## config.mk

```make
export PLATFORM = sky130hd
export DESIGN_NAME = vobf_outq
export DESIGN_NICKNAME = d
export VERILOG_FILES = /design/src/design/vobf_pkg.sv /design/src/design/vobf_outq.sv
export SDC_FILE = /design/constraint.sdc
export NUM_CORES = 1
export LEC_CHECK = 0
export ABC_AREA = 1
export BUFFER_PORTS_ARGS = -buffer_cell sky130_fd_sc_hd__buf_4
export CAP_MARGIN = 20
export CORE_MARGIN = 2
export CORE_UTILIZATION = 55
export DETAILED_ROUTE_END_ITERATION = 16
export PLACE_DENSITY = 0.78
export SYNTH_ARGS = -nofsm -noshare
export SYNTH_HDL_FRONTEND = slang
export SYNTH_SLANG_ARGS = --single-unit
```

## constraint.sdc

```tcl
create_clock -name aclk -period 2 [get_ports aclk]
set_input_delay 0.2 -clock aclk [delete_from_list [all_inputs] [get_ports aclk]]
set_output_delay 0.2 -clock aclk [all_outputs]
set_load 0.02 [all_outputs]
```

## src/design/vobf_pkg.sv

```systemverilog
`default_nettype none

package vobf_pkg;

    // Configuration register indexes
    localparam logic [1:0] REG_VOLUME_WIDTH  = 2'd0;
    localparam logic [1:0] REG_VOLUME_HEIGHT = 2'd1;
    localparam logic [1:0] REG_VOLUME_DEPTH  = 2'd2;
    localparam logic [1:0] REG_THRESHOLD     = 2'd3;

    // Output queue geometry
    localparam int OUTQ_DEPTH = 4;
    localparam int OUTQ_AW    = 2;
    localparam int OUTQ_CW    = 3;

    // floor(255 * n / 27) for n = 0..27 occupied voxels
    localparam logic [7:0] DENSITY_LUT [0:27] = '{
        8'd0,   8'd9,   8'd18,  8'd28,  8'd37,  8'd47,  8'd56,
        8'd66,  8'd75,  8'd85,  8'd94,  8'd103, 8'd113, 8'd122,
        8'd132, 8'd141, 8'd151, 8'd160, 8'd170, 8'd179, 8'd188,
        8'd198, 8'd207, 8'd217, 8'd226, 8'd236, 8'd245, 8'd255
    };

    // One filtered voxel, center_x in the lowest bits
    typedef struct packed {
        logic [7:0] density_byte;
        logic [5:0] center_z;
        logic [5:0] center_y;
        logic [5:0] center_x;
    } result_t;

    // Window pipeline stages that hold an item which will yield a result
    typedef struct packed {
        logic p1_emit;
        logic p2_emit;
    } pipe_status_t;

endpackage

`default_nettype wire

```

## src/design/vobf_outq.sv

```systemverilog
`default_nettype none

module vobf_outq (
    input  wire logic                        aclk,
    input  wire logic                        aresetn,
    input  wire logic                        push,
    input  wire vobf_pkg::result_t           push_data,
    output logic                             out_valid,
    input  wire logic                        out_ready,
    output vobf_pkg::result_t                out_data,
    output logic [vobf_pkg::OUTQ_CW-1:0]     count
);

    vobf_pkg::result_t                entry_reg [0:vobf_pkg::OUTQ_DEPTH-1];
    logic [vobf_pkg::OUTQ_AW-1:0]     wr_ptr_reg;
    logic [vobf_pkg::OUTQ_AW-1:0]     rd_ptr_reg;
    logic [vobf_pkg::OUTQ_CW-1:0]     count_reg;
    logic                             pop;

    assign pop       = out_valid && out_ready;
    assign out_valid = (count_reg != '0);
    assign out_data  = entry_reg[rd_ptr_reg];
    assign count     = count_reg;

    // Store incoming result
    always_ff @(posedge aclk) begin
        if (push) begin
            entry_reg[wr_ptr_reg] <= push_data;
        end
    end

    // Track pointers and fill level
    always_ff @(posedge aclk) begin
        if (!aresetn) begin
            wr_ptr_reg <= '0;
            rd_ptr_reg <= '0;
            count_reg  <= '0;
        end else begin
            if (push) begin
                wr_ptr_reg <= wr_ptr_reg + 1'b1;
            end
            if (pop) begin
                rd_ptr_reg <= rd_ptr_reg + 1'b1;
            end
            if (push && !pop) begin
                count_reg <= count_reg + 1'b1;
            end else if (pop && !push) begin
                count_reg <= count_reg - 1'b1;
            end
        end
    end

    a_no_overflow: assert property (@(posedge aclk) disable iff (!aresetn)
        push |-> (count_reg < vobf_pkg::OUTQ_CW'(vobf_pkg::OUTQ_DEPTH)) || pop)
        else $error("output queue overflow");

    a_count_bound: assert property (@(posedge aclk) disable iff (!aresetn)
        count_reg <= vobf_pkg::OUTQ_CW'(vobf_pkg::OUTQ_DEPTH))
        else $error("output queue count out of range");

endmodule

`default_nettype wire

```

# After elaboration in Yosys (flattened, before gate mapping)
# Memories as Yosys holds them, arrays and structs flattened. A register that Yosys moved wholly into a read port is not among the register bits.
# Cells that the tools add are included.
# W data, S select, Z words.
[op_classes]
addsub = 4
n_mux = 6
n_reduce_logical = 7
[ops]
columns = ["cell", "n"]
rows = [
  ["$mux W3", 2],
  ["$add A2 B1 Y2 const B", 2],
  ["$mux W2", 2],
  ["$add A3 B1 Y3 const B", 1],
  ["$logic_and A1 B1 Y1", 3],
  ["$reduce_bool A3 Y1", 1],
  ["$sub A3 B1 Y3 const B", 1],
  ["$logic_not A1 Y1", 2],
  ["$mux W1", 2],
  ["$reduce_bool A2 Y1", 1],
]
[word_totals]
ff_bits = 7
ramBits = 104
input_bits = 30
out_inout_bits = 30
wordCells = 21
memories = 1
[mem_list]
columns = ["name", "words", "width", "read_ports", "rd_ports_with_merged_regs", "write_ports", "line", "text"]
rows = [
  ["entry_reg", 4, 26, 1, 1, 1, "vobf_outq.sv:14", "vobf_pkg::result_t entry_reg [0:vobf_pkg::OUTQ_DEPTH-1];"],
]

# Logic depth before layout (Yosys ltp)
# Gate-level depths: netlist of run 1.
[logic_depth]
depth_word = 5
depth_mapped = 12
mapped_depth_nobuf = 12

# Least setup slack after synthesis of run 1
# No wires, ideal clock.
[synth_path]
path_kind = "flip-flop to flip-flop"
start = "reg count_reg, in the netlist count[0]"
end = "reg count_reg, in the netlist count[1]"
setup_time_ns = 0.116
t_arrival_ns = 1.763
t_required_ns = 1.884
setup_slack_ns = 0.121
stages_incl_launch_ff = 9
n_path_buf = 0
synth_period_minus_slack_ns = 1.879
path_cell_list = "dfxtp_1 nor2_1 nand2_1 nand2_1 ha_1 inv_1 fa_1 o21ai_0 nor2_1"
[synth_between]
elab_chain_cells = 5
word_cells_on_any_way = 10
cone_classes = "2 x add/sub; 2 x mux; 6 x reduce/logical"
[synth_lines]
columns = ["item", "line", "text"]
rows = [
  ["start, declared", "vobf_outq.sv:17", "logic [vobf_pkg::OUTQ_CW-1:0] count_reg;"],
  ["start signal, assigned", "vobf_outq.sv:46", "count_reg <= count_reg + 1'b1;"],
  ["start signal, assigned", "vobf_outq.sv:48", "count_reg <= count_reg - 1'b1;"],
  ["$reduce_bool A3 Y1 (*)", "vobf_outq.sv:21", "assign out_valid = (count_reg != '0);"],
  ["named net out_valid", "vobf_outq.sv:8", "output logic out_valid,"],
  ["$logic_and A1 B1 Y1 (*)", "vobf_outq.sv:20", "assign pop = out_valid && out_ready;"],
  ["$logic_not A1 Y1", "vobf_outq.sv:45", "if (push && !pop) begin"],
  ["$logic_and A1 B1 Y1", "vobf_outq.sv:45", ""],
  ["$mux W3 or $reduce_bool A2 Y1 (tied branches)", "n/a", ""],
]
# Mark *: on every way through the listed nets, which the timed path passes. The rest lies on a longest branch. The select of a mux whose other input is x is not followed.
# A chain may end at the register's enable or synchronous reset.

==> results of run 1 <==
[how the worst min path moves through the flow]
stage,cells after the start,start,slack (ps),end
final,3,out_ready,40,flip-flop
after global routing,3,out_ready,50,flip-flop
after CTS,3,out_ready,20,rd_ptr_reg[0]$_SDFFE_PN0P_
after detailed placement,1,push_data[8],400,entry_reg[1][8]$_DFFE_PP_
after global placement,1,push_data[12],400,entry_reg[0][12]$_DFFE_PP_
after floorplan,0,push_data[0],300,entry_reg[0][0]$_DFFE_PP_
[repair_timing]
item,in CTS,in global routing
hold buffers,27,0
gates resized for setup,8,6
endpoints found under the setup margin,15,4
hold endpoints to repair,107,0
pin swaps,0,1
buffers inserted,0,1
[worst max-delay path: stages, from the launching register on]
cell	delay, ps
dfxtp_4	430
buf_12	180
o21ai_0	120
o22ai_1	280
buf_4	200
[cell usage after synthesis]
library cell / count
buf_2: 8
o21ai_1: 17
nor2_1: 58
inv_2: 1
xor2_1: 1
edfxtp_1: 104
o21ai_0: 38
buf_4: 6
buf_6: 1
ha_1: 5
o22ai_1: 26
fa_1: 1
nand3_1: 3
inv_4: 1
dfxtp_1: 9
a21oi_1: 5
inv_1: 14
nand2_1: 15
[cells by family (layout without fill, tap and decap cells)]
family / count (synthesis) / after routing / synth area share
AOI/OAI and AO/OA: 86 / 86 / 0.108
DFF: 113 / 113 / 0.767
and+or+nand+nor: 76 / 76 / 0.0671
xor gates and xnor gates: 1 / 1 / 0.00203
buffers and inverters: 31 / 144 / 0.0369
adders and majority gates: 6 / 6 / 0.0192
[metrics by stage]
step / hold WS (ps) / util
global route: 45.2 / 0.752
detailed placement: 404 / 0.637
CTS: 18.1 / 0.749
floorplan: 299 / -
global placement: 401 / 0.637
finish: 43.3 / 0.752
[layer usage]
layer	vias up	global-route usage	routed length, um
met3	16	0.0643	632
li1	1354	-	-
met4	0	0.132	173
met1	1394	0.269	3460
met5	-	0	0
met2	111	0.377	4760
[power by group]
part | leakage, nW | switching (mW) | total [mW] | internal [mW]
clock network | 0.275 | 0.912 | 2.88 | 1.97
logic | 0.869 | 1.11 | 1.83 | 0.717
registers | 1.03 | 0.100 | 2.84 | 2.74
[area by class of cell]
class | instances | area share
clock inverter | 10 | 0.0250
timing repair buffer | 99 | 0.144
inverter | 16 | 0.0130
tap | 102 | 0.0222
sequential | 113 | 0.575
multi-input combinational | 169 | 0.147
clock buffer | 19 | 0.0733
==> run summary, run 1 <==
Pin count of the biggest net entering global routing - 53
Pre-CTS WS - 222 ps
Cell taking the most area after synthesis - edfxtp_1
Area delta synth->final - 33.6%
GRT overflow - 0
Worst reg-to-reg setup slack - 200 ps
Path depth of the worst reg2reg path - 12
Average wire per standard cell - 17.1 um
Wirelength, routed - 9.02 mm
PwrDens - 1310 nW/um^2
FF+latch count, synth - 113
Global-route wire length before repair - 14.1 mm
CP max FO - 24
CTS tree - done
Fin crit share - 0.957
Reg2Reg Capture Point - count[2]$_SDFFE_PN0P_
Min cycle time layout - 1910 ps
Final worst slack - 85.2 ps
Die ar. - 8550 um^2
Starting Density - 0.563
CTS Buf Count - 17
Max reg flops - 104
Placed Cells - 471
Max VDD drop - 0.877 mV
Clock Tree Root - clkbuf_8
Post-synthesis sequential area ratio - 0.767
Hpwl dp - 5.10 mm
DR pass1 iterations - 4
CTS max path bufs - 2
GP Congestion - 0.731
Net Count, Synth - 349
Die Ht - 92.5 um
Max Clock Freq - 522 MHz
DR vias - 2875
Drt drc - 0
CTS H-tree lvls - 4
Kind of critical path - flip-flop to primary output
Diodes inserted - 0
Mapped cell area - 4310 um^2
Relative slew slack - 0.799
Die X-Extent - 92.5 um
Endpoints failing hold - 0
Largest cells by area after synthesis - edfxtp_1, nor2_1, o21ai_0
Std-Cell Rows - 32
Actual slew at the worst max-slew pin - 301 ps
Multi-input gate area - 843 um^2
Dpl cell area - 4870 um^2
Antenna violations before repair - 0
DRT antenna net count - 0
Setup tns final - 0 ps
Worst R2R Start - count[1]$_SDFFE_PN0P_
Final Skew - 4.52 ps
CP endpoint kind - primary output
Critical Path RT - 1800 ps
Fin. max-slew vios - 0
Number of global-route vias before repair - 2894
Total clock sinks - 113
Share of layout cells above drive strength 1 - 0.230
Starting DRT DRC Count - 266
Commonest cells after routing, fill and taps aside - edfxtp_1, buf_4, nor2_1
# fillers - 461
Yosys warning total - 0
Overall routing resource usage - 0.229
Final setup fails - 0
Layout Cells excl Fill - 528
Commonest non-fill, non-tap cell in the layout - edfxtp_1
Clk slew on worst S/H paths - 50 ps
Core footprint - 7650 um^2
Vias per cell - 5.45
Fin area - 5750 um^2
Unrepaired setup endpoints after global routing - no
Final Power - 7.55 mW
Worst setup path endpoint - out_data[7]
Outcome - finished, final reports clean
Reg area - 3310 um^2
Nets - 452
Critical path launch point type - flip-flop
Avg Inst Size Synth - 13.8 um^2
Post-synthesis cell count - 313
LEAKAGE - 2.17 nW
Synth top area share - 0.725
Distinct cells, synth - 18
Worst skew pair latency - 510 ps
Arrival time worst endpoint - 1710 ps
IO buf count - 59
Total of max-cap violations - 0
Top Ports - 60
Worst hold path type - input port to flip-flop
(Power assumes the default switching activity.)
==> run 2, diff against run 1 <==
CTS_CLUSTER_DIAMETER = 120   (was default)
RECOVER_POWER = 25   (was default)
==> run 2 against run 1 <==
Total power is 0.29% lower; combinational power hardly changed; non-clock buffer count stayed put; global-route usage stayed put; final area is 1.0% lower; worst setup slack better by 1.5 ps; sequential share of layout area is 0.61 points higher; worst hold slack better by 5.9 ps; critical path type unchanged.
==> run summary, run 2 (synthesis results as in run 1) <==
PwrDens - 1320 nW/um^2 (+0.76%)
Outcome - finished, final reports clean
CP max FO - 24 (unchanged)
Global-route wire length before repair - 14.1 mm (unchanged)
Max Clock Freq - 523 MHz (about the same)
Max VDD drop - 0.875 mV (-0.26%)
Reg area - 3310 um^2 (unchanged)
Clock Tree Root - clkbuf_8
Drt drc - 0 (unchanged)
GP Congestion - 0.731 (unchanged)
Fin crit share - 0.957 (about the same)
Top Ports - 60 (unchanged)
DR pass1 iterations - 4 (unchanged)
Average wire per standard cell - 17.0 um (-0.71%)
Share of layout cells above drive strength 1 - 0.192 (-0.0376)
Path depth of the worst reg2reg path - 12 (unchanged)
Final worst slack - 86.7 ps (+1.48 ps)
Clk slew on worst S/H paths - 50 ps (about the same)
Starting DRT DRC Count - 223 (-16%)
CTS H-tree lvls - 4 (unchanged)
LEAKAGE - 2.12 nW (-2.7%)
Commonest cells after routing, fill and taps aside - edfxtp_1, nor2_1, buf_4
Critical Path RT - 1800 ps (about the same)
Hold slack final - 49.2 ps (+5.91 ps)
Vias per cell - 5.46 (+0.21%)
CP endpoint kind - primary output
Core footprint - 7650 um^2 (unchanged)
Starting Density - 0.563 (unchanged)
Kind of critical path - flip-flop to primary output
Pin count of the biggest net entering global routing - 53 (unchanged)
Setup tns final - 0 ps (unchanged)
Final Skew - 5.31 ps (+0.794 ps)
Wirelength, routed - 8.96 mm (-0.71%)
Fin area - 5690 um^2 (-1.0%)
Hpwl dp - 5.10 mm (unchanged)
Critical path launch point type - flip-flop
Die Ht - 92.5 um (unchanged)
Final setup fails - 0 (unchanged)
Worst hold stages - 3 (unchanged)
# fillers - 484 (+5.0%)
Total clock sinks - 113 (unchanged)
CTS tree - done
Final Power - 7.53 mW (-0.29%)
Relative slew slack - 0.804 (+0.00487)
Total of max-cap violations - 0 (unchanged)
Nets - 452 (unchanged)
Overall routing resource usage - 0.229 (unchanged)
DRT antenna net count - 0 (unchanged)
Commonest non-fill, non-tap cell in the layout - edfxtp_1
DR vias - 2881 (+0.21%)
Die ar. - 8550 um^2 (unchanged)
Number of global-route vias before repair - 2894 (unchanged)
Endpoints failing hold - 0 (unchanged)
Area delta synth->final - 32.2%
Antenna violations before repair - 0 (unchanged)
Die X-Extent - 92.5 um (unchanged)
Unrepaired setup endpoints after global routing - no
Max reg flops - 104 (unchanged)
Actual slew at the worst max-slew pin - 293 ps (-7.31 ps)
Min cycle time layout - 1910 ps (-1.48 ps)
Multi-input gate area - 843 um^2 (unchanged)
CTS Buf Count - 17 (unchanged)
Worst skew pair latency - 500 ps (about the same)
Pre-CTS WS - 222 ps (unchanged)
IO buf count - 59 (unchanged)
Fin. max-slew vios - 0 (unchanged)
CTS max path bufs - 2 (unchanged)
GRT overflow - 0 (unchanged)
Arrival time worst endpoint - 1710 ps (about the same)
Std-Cell Rows - 32 (unchanged)
Dpl cell area - 4870 um^2 (unchanged)
Worst hold path type - input port to flip-flop
Diodes inserted - 0 (unchanged)
-- run 2: per-stage QoR --
step           utilization  cells
6_report             0.744    528
5_1_grt              0.744    528
4_1_cts              0.749    527
3_5_place_dp         0.637    471
3_3_place_gp         0.637    471
2_1_floorplan            -    313
-- run 2: timing repair --
item	in CTS	in global routing
hold endpoints to repair	107	0
buffers inserted	0	1
pin swaps	0	1
hold buffers	27	0
setup endpoints to repair	15	4
gates resized for setup	8	6
-- run 2: layout make-up --
cell class                 count  area share
tap                          102      0.0224
inverter                      16      0.0132
multi-input combinational    169       0.148
clock buffer                  19      0.0741
sequential                   113       0.582
timing repair buffer          99       0.135
clock inverter                10      0.0253
-- run 2: path summary, 6_finish.rpt --
kind / startpoint / to / slack (ps)
min reg2reg: wr_ptr_reg[1]$_SDFFE_PN0P_ / wr_ptr_reg[1]$_SDFFE_PN0P_ / 530
min: out_ready / flip-flop / 50
max: flip-flop / out_data[7] / 90
max reg2reg: count[1]$_SDFFE_PN0P_ / count[2]$_SDFFE_PN0P_ / 200
-- run 2: power breakdown --
group          switching [mW]  internal, mW
Clock                   0.905          1.97
Sequential              0.100          2.74
Combinational            1.11         0.703
-- run 2: metal layers --
metal,share of wire,vias to the layer above,track usage
met5,0,-,0
met4,0.014,0,0.132
met3,0.065,8,0.0643
met2,0.53,120,0.377
met1,0.39,1402,0.269
li1,-,1351,-
-- run 2: worst max-delay path: stages (launching register included) --
cell and delay, ps:
dfxtp_4 430, buf_12 180, o21ai_0 120, o22ai_1 280
buf_4 200
==> run 3, diff against run 2 <==
CORE_UTILIZATION = 51   (was 55)
PLACE_DENSITY = 0.76   (was 0.78)
SETUP_SLACK_MARGIN = 0.1   (was default)
clock period = 1.6 ns   (was 2 ns; I/O delays follow)
==> run 3 against run 2 <==
The flow now finishes with violations (negative setup slack); count of clock-buffer cells in the layout unchanged; die area increased by 7.5%; combinational power increased by 84%; worst setup slack got worse by 380 ps; sequential cell count unchanged; global-route usage decreased by 0.96 points; final cell count increased by 4.9%; sequential power increased by 26%; register-to-register slack got worse by 250 ps; final area increased by 11%; core utilization increased by 2.3 points; clock skew increased by 1.2 ps; critical path type unchanged; critical endpoint is now out_data[16].
==> run summary, run 3 (synthesis results as in run 1) <==
Clock Tree Root - clkbuf_8
CP max stage cell - dfxtp_4
Global-route wire length before repair - 14.6 mm (+4.1%)
Final worst slack - -295 ps (-382 ps)
CTS max path bufs - 2 (unchanged)
Average wire per standard cell - 19.6 um (+16%)
Wirelength, routed - 10.9 mm (+22%)
Unrepaired setup endpoints after global routing - yes
Nets - 472 (+4.4%)
DR vias - 3111 (+8.0%)
Hold slack final - 401 ps (+352 ps)
Worst hold path type - input port to flip-flop
Vias per cell - 5.62 (+2.9%)
DR pass1 iterations - 5 (+1)
CTS tree - done
Starting Density - 0.524 (-0.0390)
Overall routing resource usage - 0.219 (-0.00956)
Outcome - finished with violations
Drt drc - 0 (unchanged)
Die Ht - 95.9 um (+3.7%)
Critical path launch point type - flip-flop
Share of layout cells above drive strength 1 - 0.343 (+0.150)
CTS Buf Count - 17 (unchanged)
Placed Cells - 476 (+1.1%)
Worst hold stages - 2 (-1)
Clk slew on worst S/H paths - 50 ps (about the same)
Max reg flops - 104 (unchanged)
Layout Cells excl Fill - 554 (+4.9%)
Die ar. - 9190 um^2 (+7.5%)
Max stage delay on crit path - 490 ps (+60 ps)
Kind of critical path - flip-flop to primary output
GP Congestion - 0.772 (+5.6%)
LEAKAGE - 2.32 nW (+9.7%)
PwrDens - 1690 nW/um^2 (+28%)
Starting DRT DRC Count - 327 (+47%)
Top Ports - 60 (unchanged)
Actual slew at the worst max-slew pin - 285 ps (-8.77 ps)
Endpoints failing hold - 0 (unchanged)
Fin crit share - 1.18
Core footprint - 8220 um^2 (+7.4%)
Commonest non-fill, non-tap cell in the layout - edfxtp_1
Min cycle time layout - 1900 ps
GRT overflow - 0 (unchanged)
Fin. max-slew vios - 0 (unchanged)
Path depth of the worst reg2reg path - 12 (unchanged)
Hpwl dp - 4.88 mm (-4.2%)
Final Skew - 6.48 ps (+1.17 ps)
Commonest cells after routing, fill and taps aside - edfxtp_1, nor2_1, buf_4
Total of max-cap violations - 0 (unchanged)
Antenna violations before repair - 0 (unchanged)
CP max FO - 7 (-71%)
DRT antenna net count - 0 (unchanged)
Max VDD drop - 1.12 mV (+28%)
Diodes inserted - 0 (unchanged)
CP endpoint kind - primary output
CP most frequent cell - buf_12
Cells along the critical path - buf_12 -> buf_12 -> o21ai_2 -> o22ai_1 -> buf_4
Pin count of the biggest net entering global routing - 32 (-40%)
Relative slew slack - 0.810 (+0.00585)
CTS H-tree lvls - 4 (unchanged)
Worst skew pair latency - 500 ps (about the same)
Number of global-route vias before repair - 3070 (+6.1%)
Arrival time worst endpoint - 1740 ps (+30 ps)
Std-Cell Rows - 33 (+3.1%)
Area delta synth->final - 46.4%
Total clock sinks - 113 (unchanged)
Failing checks - negative setup slack
IO buf count - 59 (unchanged)
Final setup fails - 27 (+27)
Die X-Extent - 95.9 um (+3.7%)
Critical Path RT - 1440 ps (-360 ps)
Max Clock Freq - 528 MHz
run 3: cell count changes in the layout (fill, tap and decap cells not counted), sizes merged:
cell and delta:
buf +15, clkinvlp +2, dlygate4sd3 +2, inv +2, clkbuf +2
run 3: path summary, 6_finish.rpt:
path	startpoint	endpoint	slack, ps
setup / recovery	flip-flop	out_data[16]	-300
hold / removal	push_data[21]	entry_reg[1][21]$_DFFE_PP_	400
setup reg to reg	count[0]$_SDFFE_PN0P_	count[2]$_SDFFE_PN0P_	-50
hold reg to reg	rd_ptr_reg[1]$_SDFFE_PN0P_	flip-flop	500
run 3: where the power goes:
part	switching (mW)	internal (mW)	total (mW)
clock	1.24	2.50	3.74
sequential	0.144	3.44	3.58
combinational	1.84	1.50	3.34
total	3.23	7.43	10.7
run 3: critical path, delay by kind of cell, from the launching register on:
kind | cells | cell delay (ps)
flops | 1 | 490
buf+inv | 3 | 460
compound gates | 2 | 280
run 3: final cells by class:
cell class                      count  area (um^2)
Timing Repair inverter              1         8.76
Timing Repair Buffer              118         1110
Fill cell                         449         1910
Inverter                           16         75.1
Tap cell                          105          131
Clock buffer                       19          422
Multi-Input combinational cell    169         1070
Clock inverter                     13          168
Sequential cell                   113         3320
run 3: layer usage:
layer,global-route usage,up-vias,part of all wire,routed length [um]
met5,0,-,0,0
met4,0.104,0,0.015,165
met3,0.0493,17,0.067,731
met2,0.385,148,0.53,5820
met1,0.255,1538,0.38,4170
li1,-,1408,-,-
run 3: timing repair:
item                                    in CTS  in global routing
hold endpoints to repair                   112                  0
gates resized for setup                     37                 61
endpoints found under the setup margin      28                 29
pin swaps                                    4                 31
hold buffers                                29                  0
gates cloned                                 0                  5
setup buffers                                5                  8
run 3: metrics by stage:
stage / utilization / setup WS, ps / cell area, um^2 / total power [mW] / TNS [ps]
floorplan: - / 40.6 / 4350 / 5.04 / 0
global placement: 0.607 / 68.3 / 4990 / 5.87 / 0
detailed placement: 0.607 / 35.6 / 4990 / 5.93 / 0
CTS: 0.728 / -206 / 5980 / 9.89 / -3880
global route: 0.767 / -345 / 6300 / 11.1 / -7460
finish: 0.767 / -295 / 6300 / 10.7 / -5480
